## src/rtl/rfrb_pkg.sv

```systemverilog
package rfrb_pkg;

  localparam int OUT_CAP = 32;

  localparam int FLAG_MARKER = 0;
  localparam int FLAG_FRAG   = 1;
  localparam int FLAG_START  = 2;
  localparam int FLAG_END    = 3;

  typedef struct packed {
    logic [31:0] ts;
    logic [3:0]  flags;
    logic [15:0] len;
    logic [15:0] handle;
  } slot_entry_t;

  typedef enum logic [3:0] {
    ST_IDLE,
    ST_MOD1,
    ST_MOD2,
    ST_REF,
    ST_REF_W,
    ST_SCAN_RD,
    ST_SCAN_CHK,
    ST_CMP_RD,
    ST_CMP_ACC,
    ST_EM_RD,
    ST_EM_OUT,
    ST_OVF
  } state_t;

endpackage

```

## src/rtl/rfrb_slot_mem.sv

```systemverilog
module rfrb_slot_mem #(
  parameter int SLOT_COUNT = 32
) (
  input  logic                          clk,
  input  logic                          we,
  input  logic [$clog2(SLOT_COUNT)-1:0] waddr,
  input  rfrb_pkg::slot_entry_t         wdata,
  input  logic                          re,
  input  logic [$clog2(SLOT_COUNT)-1:0] raddr,
  output rfrb_pkg::slot_entry_t         rdata
);
  import rfrb_pkg::*;

  slot_entry_t mem [SLOT_COUNT];
  slot_entry_t rdata_r;

  always_ff @(posedge clk) begin
    if (we) begin
      mem[waddr] <= wdata;
    end
  end

  always_ff @(posedge clk) begin
    if (re) begin
      rdata_r <= mem[raddr];
    end
  end

  assign rdata = rdata_r;

endmodule

```

## src/rtl/rtp_frame_reassembly_buffer_unit.sv

```systemverilog
// Each packet is placed in its slot; then, unless it is held out of order, the head slot is
// read, slots are scanned and checked for fragment balance, and descriptors are emitted.
// A new packet is taken only in the idle state, once the previous one is fully processed;
// the one slot memory read port serializes all slot reads, and output stalls hold emission.
// Reset: synchronous, active low; clears all slot valid bits, closes the frame and
// zeroes head and missing sequence numbers. Slot contents are not cleared.
module rtp_frame_reassembly_buffer_unit #(
  parameter int SLOT_COUNT = 32
) (
  input  logic        clk,
  input  logic        rst_n,
  input  logic        in_tvalid,
  output logic        in_tready,
  input  logic [79:0] in_tdata,  // seq_number, rtp_timestamp, payload_length, payload_handle
  input  logic [2:0]  in_tuser,  // is_fragment, frag_start, frag_end
  input  logic        in_tlast,
  output logic        out_tvalid,
  input  logic        out_tready,
  output logic [63:0] out_tdata, // frame_timestamp, out_handle, out_length
  output logic [3:0]  out_tuser, // status, out_fragment, out_frag_start, out_frag_end
  output logic        out_tlast
);
  import rfrb_pkg::*;

  localparam int SW = (SLOT_COUNT > 1) ? $clog2(SLOT_COUNT) : 1;
  localparam int GW = $clog2(SLOT_COUNT + 1);
  localparam longint RECIP = (64'd1 << 24) / SLOT_COUNT;
  localparam int RW = $clog2(RECIP + 1);

  state_t state_r, state_nxt;

  logic [15:0] seq_r, seq_nxt;
  logic [31:0] ts_r, ts_nxt;
  logic [3:0]  flags_r, flags_nxt;
  logic [15:0] len_r, len_nxt;
  logic [15:0] hdl_r, hdl_nxt;
  logic [15:0] q_r, q_nxt;

  logic [SLOT_COUNT-1:0] valid_r, valid_nxt;
  logic [31:0] open_ts_r, open_ts_nxt;
  logic        open_r, open_nxt;
  logic [15:0] head_r, head_nxt;
  logic [SW-1:0] head_slot_r, head_slot_nxt;
  logic [15:0] miss_r, miss_nxt;
  logic [15:0] cur_r, cur_nxt;
  logic [SW-1:0] cur_slot_r, cur_slot_nxt;
  logic [15:0] pos_r, pos_nxt;
  logic [SW-1:0] pos_slot_r, pos_slot_nxt;
  logic [31:0] ref_r, ref_nxt;
  logic [15:0] cnt_r, cnt_nxt;
  logic [15:0] idx_r, idx_nxt;
  logic [SW-1:0] ix_slot_r, ix_slot_nxt;
  logic [16:0] diff_r, diff_nxt;
  logic [5:0]  n_r, n_nxt;
  logic [GW-1:0] guard_r, guard_nxt;
  logic [SW-1:0] scan_i_r, scan_i_nxt;

  logic        out_valid_r, out_valid_nxt;
  logic [63:0] out_data_r, out_data_nxt;
  logic [3:0]  out_user_r, out_user_nxt;
  logic        out_last_r, out_last_nxt;

  logic        mem_we, mem_re;
  logic [SW-1:0] mem_waddr, mem_raddr;
  slot_entry_t mem_wdata, rd;

  logic [15+RW:0] prod;
  logic [16:0]    rem_raw;
  logic [SW-1:0]  k;
  logic           out_free;
  logic [16:0]    diff_upd;

  function automatic logic [SW-1:0] slot_inc(input logic [SW-1:0] s);
    return (s == SW'(SLOT_COUNT - 1)) ? '0 : s + 1'b1;
  endfunction

  function automatic logic [SW-1:0] slot_dec(input logic [SW-1:0] s);
    return (s == '0) ? SW'(SLOT_COUNT - 1) : s - 1'b1;
  endfunction

  rfrb_slot_mem #(.SLOT_COUNT(SLOT_COUNT)) u_mem (
    .clk   (clk),
    .we    (mem_we),
    .waddr (mem_waddr),
    .wdata (mem_wdata),
    .re    (mem_re),
    .raddr (mem_raddr),
    .rdata (rd)
  );

  assign prod     = seq_r * RW'(RECIP);
  assign rem_raw  = {1'b0, seq_r} - 17'(q_r * 17'(SLOT_COUNT));
  assign k        = (rem_raw >= 17'(SLOT_COUNT)) ? SW'(rem_raw - 17'(SLOT_COUNT)) : SW'(rem_raw);
  assign out_free = !out_valid_r || out_tready;
  assign diff_upd = rd.flags[FLAG_FRAG]
                  ? diff_r + 17'(rd.flags[FLAG_START]) - 17'(rd.flags[FLAG_END])
                  : diff_r;

  assign in_tready  = (state_r == ST_IDLE);
  assign out_tvalid = out_valid_r;
  assign out_tdata  = out_data_r;
  assign out_tuser  = out_user_r;
  assign out_tlast  = out_last_r;

  always_ff @(posedge clk) begin
    if (!rst_n) begin
      state_r     <= ST_IDLE;
      valid_r     <= '0;
      open_ts_r   <= '0;
      open_r      <= 1'b0;
      head_r      <= '0;
      head_slot_r <= '0;
      miss_r      <= '0;
      out_valid_r <= 1'b0;
      n_r         <= '0;
      guard_r     <= '0;
    end else begin
      state_r     <= state_nxt;
      valid_r     <= valid_nxt;
      open_ts_r   <= open_ts_nxt;
      open_r      <= open_nxt;
      head_r      <= head_nxt;
      head_slot_r <= head_slot_nxt;
      miss_r      <= miss_nxt;
      out_valid_r <= out_valid_nxt;
      n_r         <= n_nxt;
      guard_r     <= guard_nxt;
    end
  end

  always_ff @(posedge clk) begin
    seq_r      <= seq_nxt;
    ts_r       <= ts_nxt;
    flags_r    <= flags_nxt;
    len_r      <= len_nxt;
    hdl_r      <= hdl_nxt;
    q_r        <= q_nxt;
    cur_r      <= cur_nxt;
    cur_slot_r <= cur_slot_nxt;
    pos_r      <= pos_nxt;
    pos_slot_r <= pos_slot_nxt;
    ref_r      <= ref_nxt;
    cnt_r      <= cnt_nxt;
    idx_r      <= idx_nxt;
    ix_slot_r  <= ix_slot_nxt;
    diff_r     <= diff_nxt;
    scan_i_r   <= scan_i_nxt;
    out_data_r <= out_data_nxt;
    out_user_r <= out_user_nxt;
    out_last_r <= out_last_nxt;
  end

  always_comb begin
    state_nxt     = state_r;
    seq_nxt       = seq_r;
    ts_nxt        = ts_r;
    flags_nxt     = flags_r;
    len_nxt       = len_r;
    hdl_nxt       = hdl_r;
    q_nxt         = q_r;
    valid_nxt     = valid_r;
    open_ts_nxt   = open_ts_r;
    open_nxt      = open_r;
    head_nxt      = head_r;
    head_slot_nxt = head_slot_r;
    miss_nxt      = miss_r;
    cur_nxt       = cur_r;
    cur_slot_nxt  = cur_slot_r;
    pos_nxt       = pos_r;
    pos_slot_nxt  = pos_slot_r;
    ref_nxt       = ref_r;
    cnt_nxt       = cnt_r;
    idx_nxt       = idx_r;
    ix_slot_nxt   = ix_slot_r;
    diff_nxt      = diff_r;
    n_nxt         = n_r;
    guard_nxt     = guard_r;
    scan_i_nxt    = scan_i_r;
    out_valid_nxt = out_tready ? 1'b0 : out_valid_r;
    out_data_nxt  = out_data_r;
    out_user_nxt  = out_user_r;
    out_last_nxt  = out_last_r;
    mem_we        = 1'b0;
    mem_waddr     = k;
    mem_wdata     = '{ts: ts_r, flags: flags_r, len: len_r, handle: hdl_r};
    mem_re        = 1'b0;
    mem_raddr     = cur_slot_r;

    case (state_r)
      ST_IDLE: begin
        if (in_tvalid) begin
          seq_nxt   = in_tdata[15:0];
          ts_nxt    = in_tdata[47:16];
          len_nxt   = in_tdata[63:48];
          hdl_nxt   = in_tdata[79:64];
          flags_nxt = {in_tuser[2], in_tuser[1], in_tuser[0], in_tlast};
          state_nxt = ST_MOD1;
        end
      end
      ST_MOD1: begin
        q_nxt     = 16'(prod[15+RW:24]);
        state_nxt = ST_MOD2;
      end
      ST_MOD2: begin
        mem_we     = 1'b1;
        n_nxt      = '0;
        guard_nxt  = '0;
        state_nxt  = ST_REF;
        if (!open_r || open_ts_r != ts_r) begin
          valid_nxt     = '0;
          open_ts_nxt   = ts_r;
          open_nxt      = 1'b1;
          head_nxt      = seq_r;
          head_slot_nxt = k;
          miss_nxt      = seq_r + 16'd1;
          cur_nxt       = seq_r;
          cur_slot_nxt  = k;
        end else if (((seq_r - head_r) & 16'h8000) != 16'd0) begin
          head_nxt      = seq_r;
          head_slot_nxt = k;
          cur_nxt       = seq_r;
          cur_slot_nxt  = k;
        end else if (seq_r == miss_r) begin
          cur_nxt       = seq_r;
          cur_slot_nxt  = k;
        end else begin
          state_nxt     = ST_IDLE;
        end
        valid_nxt[k] = 1'b1;
      end
      ST_REF: begin
        mem_re    = 1'b1;
        mem_raddr = head_slot_r;
        state_nxt = ST_REF_W;
      end
      ST_REF_W: begin
        ref_nxt    = rd.ts;
        scan_i_nxt = '0;
        state_nxt  = ST_SCAN_RD;
      end
      ST_SCAN_RD: begin
        if (!valid_r[cur_slot_r]) begin
          miss_nxt      = cur_r;
          state_nxt     = ST_IDLE;
        end else begin
          mem_re    = 1'b1;
          state_nxt = ST_SCAN_CHK;
        end
      end
      ST_SCAN_CHK: begin
        idx_nxt     = '0;
        ix_slot_nxt = head_slot_r;
        diff_nxt    = '0;
        if (rd.ts != ref_r) begin
          pos_nxt      = cur_r - 16'd1;
          pos_slot_nxt = slot_dec(cur_slot_r);
          cnt_nxt      = cur_r - head_r;
          state_nxt    = (cur_r == head_r) ? ST_IDLE : ST_CMP_RD;
        end else if (rd.flags[FLAG_MARKER]) begin
          pos_nxt      = cur_r;
          pos_slot_nxt = cur_slot_r;
          cnt_nxt      = cur_r - head_r + 16'd1;
          state_nxt    = (cur_r - head_r + 16'd1 == 16'd0) ? ST_IDLE : ST_CMP_RD;
        end else if (scan_i_r == SW'(SLOT_COUNT - 1)) begin
          state_nxt = ST_OVF;
        end else begin
          scan_i_nxt   = scan_i_r + 1'b1;
          cur_nxt      = cur_r + 16'd1;
          cur_slot_nxt = slot_inc(cur_slot_r);
          state_nxt    = ST_SCAN_RD;
        end
      end
      ST_CMP_RD: begin
        mem_re    = 1'b1;
        mem_raddr = ix_slot_r;
        state_nxt = ST_CMP_ACC;
      end
      ST_CMP_ACC: begin
        diff_nxt    = diff_upd;
        idx_nxt     = idx_r + 16'd1;
        ix_slot_nxt = slot_inc(ix_slot_r);
        state_nxt   = ST_CMP_RD;
        if (idx_r + 16'd1 == cnt_r) begin
          idx_nxt     = '0;
          ix_slot_nxt = head_slot_r;
          state_nxt   = (diff_upd != '0) ? ST_IDLE : ST_EM_RD;
        end
      end
      ST_EM_RD: begin
        mem_re    = 1'b1;
        mem_raddr = ix_slot_r;
        state_nxt = ST_EM_OUT;
      end
      ST_EM_OUT: begin
        if (!(n_r < 6'(OUT_CAP) && !out_free)) begin
          valid_nxt[ix_slot_r] = 1'b0;
          if (n_r < 6'(OUT_CAP)) begin
            out_valid_nxt = 1'b1;
            out_data_nxt  = {rd.len, rd.handle, ref_r};
            out_user_nxt  = {rd.flags[FLAG_FRAG] & rd.flags[FLAG_END],
                             rd.flags[FLAG_FRAG] & rd.flags[FLAG_START],
                             rd.flags[FLAG_FRAG], 1'b0};
            out_last_nxt  = (idx_r + 16'd1 == cnt_r);
            n_nxt         = n_r + 6'd1;
          end
          idx_nxt     = idx_r + 16'd1;
          ix_slot_nxt = slot_inc(ix_slot_r);
          state_nxt   = ST_EM_RD;
          if (idx_r + 16'd1 == cnt_r) begin
            open_nxt      = 1'b0;
            head_nxt      = pos_r + 16'd1;
            head_slot_nxt = slot_inc(pos_slot_r);
            cur_nxt       = pos_r + 16'd1;
            cur_slot_nxt  = slot_inc(pos_slot_r);
            guard_nxt     = guard_r + 1'b1;
            state_nxt     = (guard_r == GW'(SLOT_COUNT)) ? ST_IDLE : ST_REF;
          end
        end
      end
      ST_OVF: begin
        if (n_r >= 6'(OUT_CAP)) begin
          state_nxt = ST_IDLE;
        end else if (out_free) begin
          out_valid_nxt = 1'b1;
          out_data_nxt  = {32'd0, open_ts_r};
          out_user_nxt  = 4'b0001;
          out_last_nxt  = 1'b0;
          n_nxt         = n_r + 6'd1;
          state_nxt     = ST_IDLE;
        end
      end
      default: begin
        state_nxt = ST_IDLE;
      end
    endcase
  end

endmodule

```

## config.mk

```make
export PLATFORM = sky130hd
export DESIGN_NAME = rtp_frame_reassembly_buffer_unit
export DESIGN_NICKNAME = d
export VERILOG_FILES = /design/src/rtl/rfrb_pkg.sv /design/src/rtl/rfrb_slot_mem.sv /design/src/rtl/rtp_frame_reassembly_buffer_unit.sv
export SDC_FILE = /design/constraint.sdc
export NUM_CORES = 2
export LEC_CHECK = 0
export ABC_AREA = 1
export BUFFER_PORTS_ARGS = -buffer_cell sky130_fd_sc_hd__buf_4
export CORE_MARGIN = 8
export CORE_UTILIZATION = 60
export DETAILED_ROUTE_END_ITERATION = 8
export HOLD_SLACK_MARGIN = 0.08
export PLACE_DENSITY_LB_ADDON = 0.25
export SYNTH_ARGS = -nofsm -noshare
export SYNTH_HDL_FRONTEND = slang
export SYNTH_SLANG_ARGS = --single-unit
```

## constraint.sdc

```tcl
create_clock -name clk -period 11.89 [get_ports clk]
set_input_delay 2.378 -clock clk [delete_from_list [all_inputs] [get_ports clk]]
set_output_delay 2.378 -clock clk [all_outputs]
set_load 0.01 [all_outputs]
```

==> flow_summary.ini <==
[worst_hold_path]
hp-class = reg -> reg
hp-start = head_r[14]
holdPathStages = 2
holdPathEnd = head_r[14]

[cts]
postCtsSetupRepairBufs = 0
root_buffer = clkbuf_16
postCtsHoldBufs = 0
cts_buffers = 279
cts_buffer_depth = 4
path_clk_slew_ns = 0.06
clock_sinks = 2649
clk_latency_ns = 0.94
tritoncts = done
htreeDepth = 5
cts_resized = 0

[die]
dieWidth_microns = 443
io_pins = 159
die_area_sq_um = 197000
rows = 157
core_area_sq_um = 182000
floorplan.initialDensity_pct = 60.1
die_h_microns = 443

[global_route]
grt_max_degree = 224
overflow = 0
grt_pass1_vias = 71800
grt_pass1_wl_mm = 443
antenna_found_initial = 8
grtUsageTotal_pct = 29.4

[placement]
place_congestion = 0.893
dp_slack_ns = 6.81
place_hpwl_mm = 154
io_buffers = 158

[routing]
first_iter_violations = 10400
drcViolationCount = 0
num_vias = 75100
dr.pass1.iters = 6
drtAntennaViolNets = 0
post_drt_wl_per_cell_microns = 25.6
wirelength_mm = 300
vias_per_cell = 6.41

[logic_synthesis]
yosysTopAreaCell = edfxtp_1
synthesis.area_sq_um = 110000
synthTopCellsByArea = edfxtp_1 (69%), nor2_1 (7.0%), o32ai_1 (3.7%), o21ai_0 (3.7%), nand2_1 (3.1%)
synth_top_area_share_pct = 69.3
async_flop_share_pct = 0
synth.yosys.seq_area_share_pct = 71.5
postSynthAreaPerCell_sq_um = 12.0
syn_nets = 9275
synth_cell_type_count = 58
synth-main-ff-cell = edfxtp_1
synth-edff-count = 2530
yosys_warnings = 0
syn_inst = 9114
ys_seq_elements = 2649

[timing]
rsz0062_at_grt = false
setup_slack_ns = 6.64
finalSetupTns_ns = 0
fin_crit_ns = 5.25
finalHoldViolCount = 0
max_freq_mhz = 191
worst_slew_pin_slew_ns = 1.30
fin_crit_sh_pct = 44.1
slew_headroom_pct = 13.4
finalMaxSlewViolations = 0
setup-violations-final = 0
skew_ns = 0.0584

[power]
power.share.clock_pct = 33.0
power.total_w = 0.0255
peakVddDrop_mv = 0.223
p_per_area_nw_per_um2 = 210
power.internal_w = 0.0177
p_seq_share_pct = 46.2
swShare_pct = 30.8
p_comb_share_pct = 20.8
leakage_nw = 41.0
switching_power_w = 0.00786

[worst_setup_path]
worstPathRequired_ns = 12.66
r2r_slack_ns = 6.64
crit_path_end_kind = flop
crit_type = reg -> reg
cp_max_fo = 110
reg2regPathDepth = 11
r2r_end = u_mem.rdata[39]
reg2reg_from = cur_slot_r[0]
cp.arrival_ns = 6.02
startpoint_type = flop

[layout]
drive_above_1_share_pct = 8.55
syn_to_final_growth_pct = 11.0
final_util_pct = 66.7
nets = 9304

[outcome]
status = finished, final reports clean

[job]
maxCapViolations = 0
==> worst max-delay path, cell delays in order (launching register included) <==
cell and delay (ns):
edfxtp_1 0.68, inv_1 0.44, o21ai_4 0.35, buf_4 0.66, buf_4 0.85, buf_4 0.97
o21ai_0 0.23, o22ai_1 0.18, o21ai_0 0.11, o22ai_1 0.21, nand2_1 0.07, nand2_1 0.09
==> Yosys cell counts, types with 7 or more instances <==
| library cell | n |
|---|---|
| clkinv_1 | 7 |
| nor3_1 | 28 |
| inv_1 | 352 |
| dfxtp_1 | 119 |
| nor2_1 | 2037 |
| ha_1 | 71 |
| o21ai_0 | 806 |
| or2_2 | 48 |
| nand3_1 | 153 |
| nand4_1 | 38 |
| buf_1 | 29 |
| buf_2 | 139 |
| o211ai_1 | 44 |
| xor2_1 | 71 |
| o32ai_1 | 467 |
| or2_0 | 24 |
| a21oi_1 | 200 |
| o22ai_1 | 202 |
| nand2_1 | 900 |
| a21o_1 | 7 |
| inv_2 | 14 |
| edfxtp_1 | 2530 |
| nor4_1 | 11 |
| xnor2_1 | 33 |
| o21ai_1 | 328 |
| clkbuf_1 | 365 |
| buf_4 | 14 |
| nand3b_1 | 15 |
==> area by class of cell <==
type,count,area (sq um)
timing repair buffer,296,2310
sequential,2649,78400
inverter,373,1420
tap,2385,2980
antenna,1,2.50
clock inverter,138,1280
multi-input combinational,5544,27900
fill,12800,60600
clock buffer,335,7400
==> flip-flops by register name, summed over array words and instances (netlist names), 17 cells and up <==
register / cells
open_ts_r: 32
u_mem.mem: 2176
u_mem.rdata: 68
valid_r: 32
ts_r: 32
diff_r: 17
ref_r: 32
out_tdata: 64
==> stage by stage <==
stage          hold slack (ns)  area (sq um)  std cells
2_1_floorplan            0.443        110000       9114
3_3_place_gp             0.453        113000      11200
3_5_place_dp             0.456        113000      11200
4_1_cts                  0.466        122000      11700
5_1_grt                  0.483        122000      11700
6_report                 0.465        122000      11700
==> logic make-up (layout without fill, tap and decap cells) <==
| kind of cell | after synthesis | in the layout | synth area share, % |
|---|---|---|---|
| AND/OR/NAND/NOR | 3278 | 3278 | 11.9 |
| AO/OA/AOI/OAI | 2088 | 2088 | 11.6 |
| buffers and inverters | 921 | 1142 | 3.37 |
| flip-flops | 2649 | 2649 | 71.5 |
| other | 0 | 1 | 0 |
| adder cells (fa/ha/maj) | 73 | 73 | 0.847 |
| XOR/XNOR | 104 | 104 | 0.831 |
| multiplexers | 1 | 1 | 0.00913 |
==> placed cells by master, fill, tap and decap left out, drive strengths merged, types with 154 or more instances in the layout <==
cell / instances
buf: 296
clkbuf: 335
a21oi: 201
nor2: 2046
o21ai: 1136
inv: 373
o22ai: 202
edfxtp: 2530
nand3: 154
o32ai: 467
nand2: 907
==> worst max path at each step <==
stage	startpoint	endpoint	slack, ns	cells after the start
after floorplan	in_tvalid	flags_r[0]	3.15	2
after global placement	cur_slot_r[0]	u_mem.rdata[50]	6.95	11
after detailed placement	cur_slot_r[0]	u_mem.rdata[43]	6.81	11
after CTS	cur_slot_r[0]	u_mem.rdata[42]	6.79	11
after global routing	cur_slot_r[0]	u_mem.rdata[44]	6.23	11
final	cur_slot_r[0]	u_mem.rdata[39]	6.64	11
==> power by group through the flow <==
stage	Combinational, W	Sequential, W	Clock, W
floorplan	0.00371	0.0118	0
global placement	0.00506	0.0119	0
detailed placement	0.00520	0.0120	0
CTS	0.00524	0.0118	0.00848
global route	0.00584	0.0118	0.00884
finish	0.00532	0.0118	0.00842
==> metal layers <==
metal	part of all wire, %	global-route usage (%)
met4	4.4	12.2
met2	46	46.7
met5	0	0
met1	38	40.1
met3	11	6.07
Note: power is estimated with default switching activity, not from simulation.
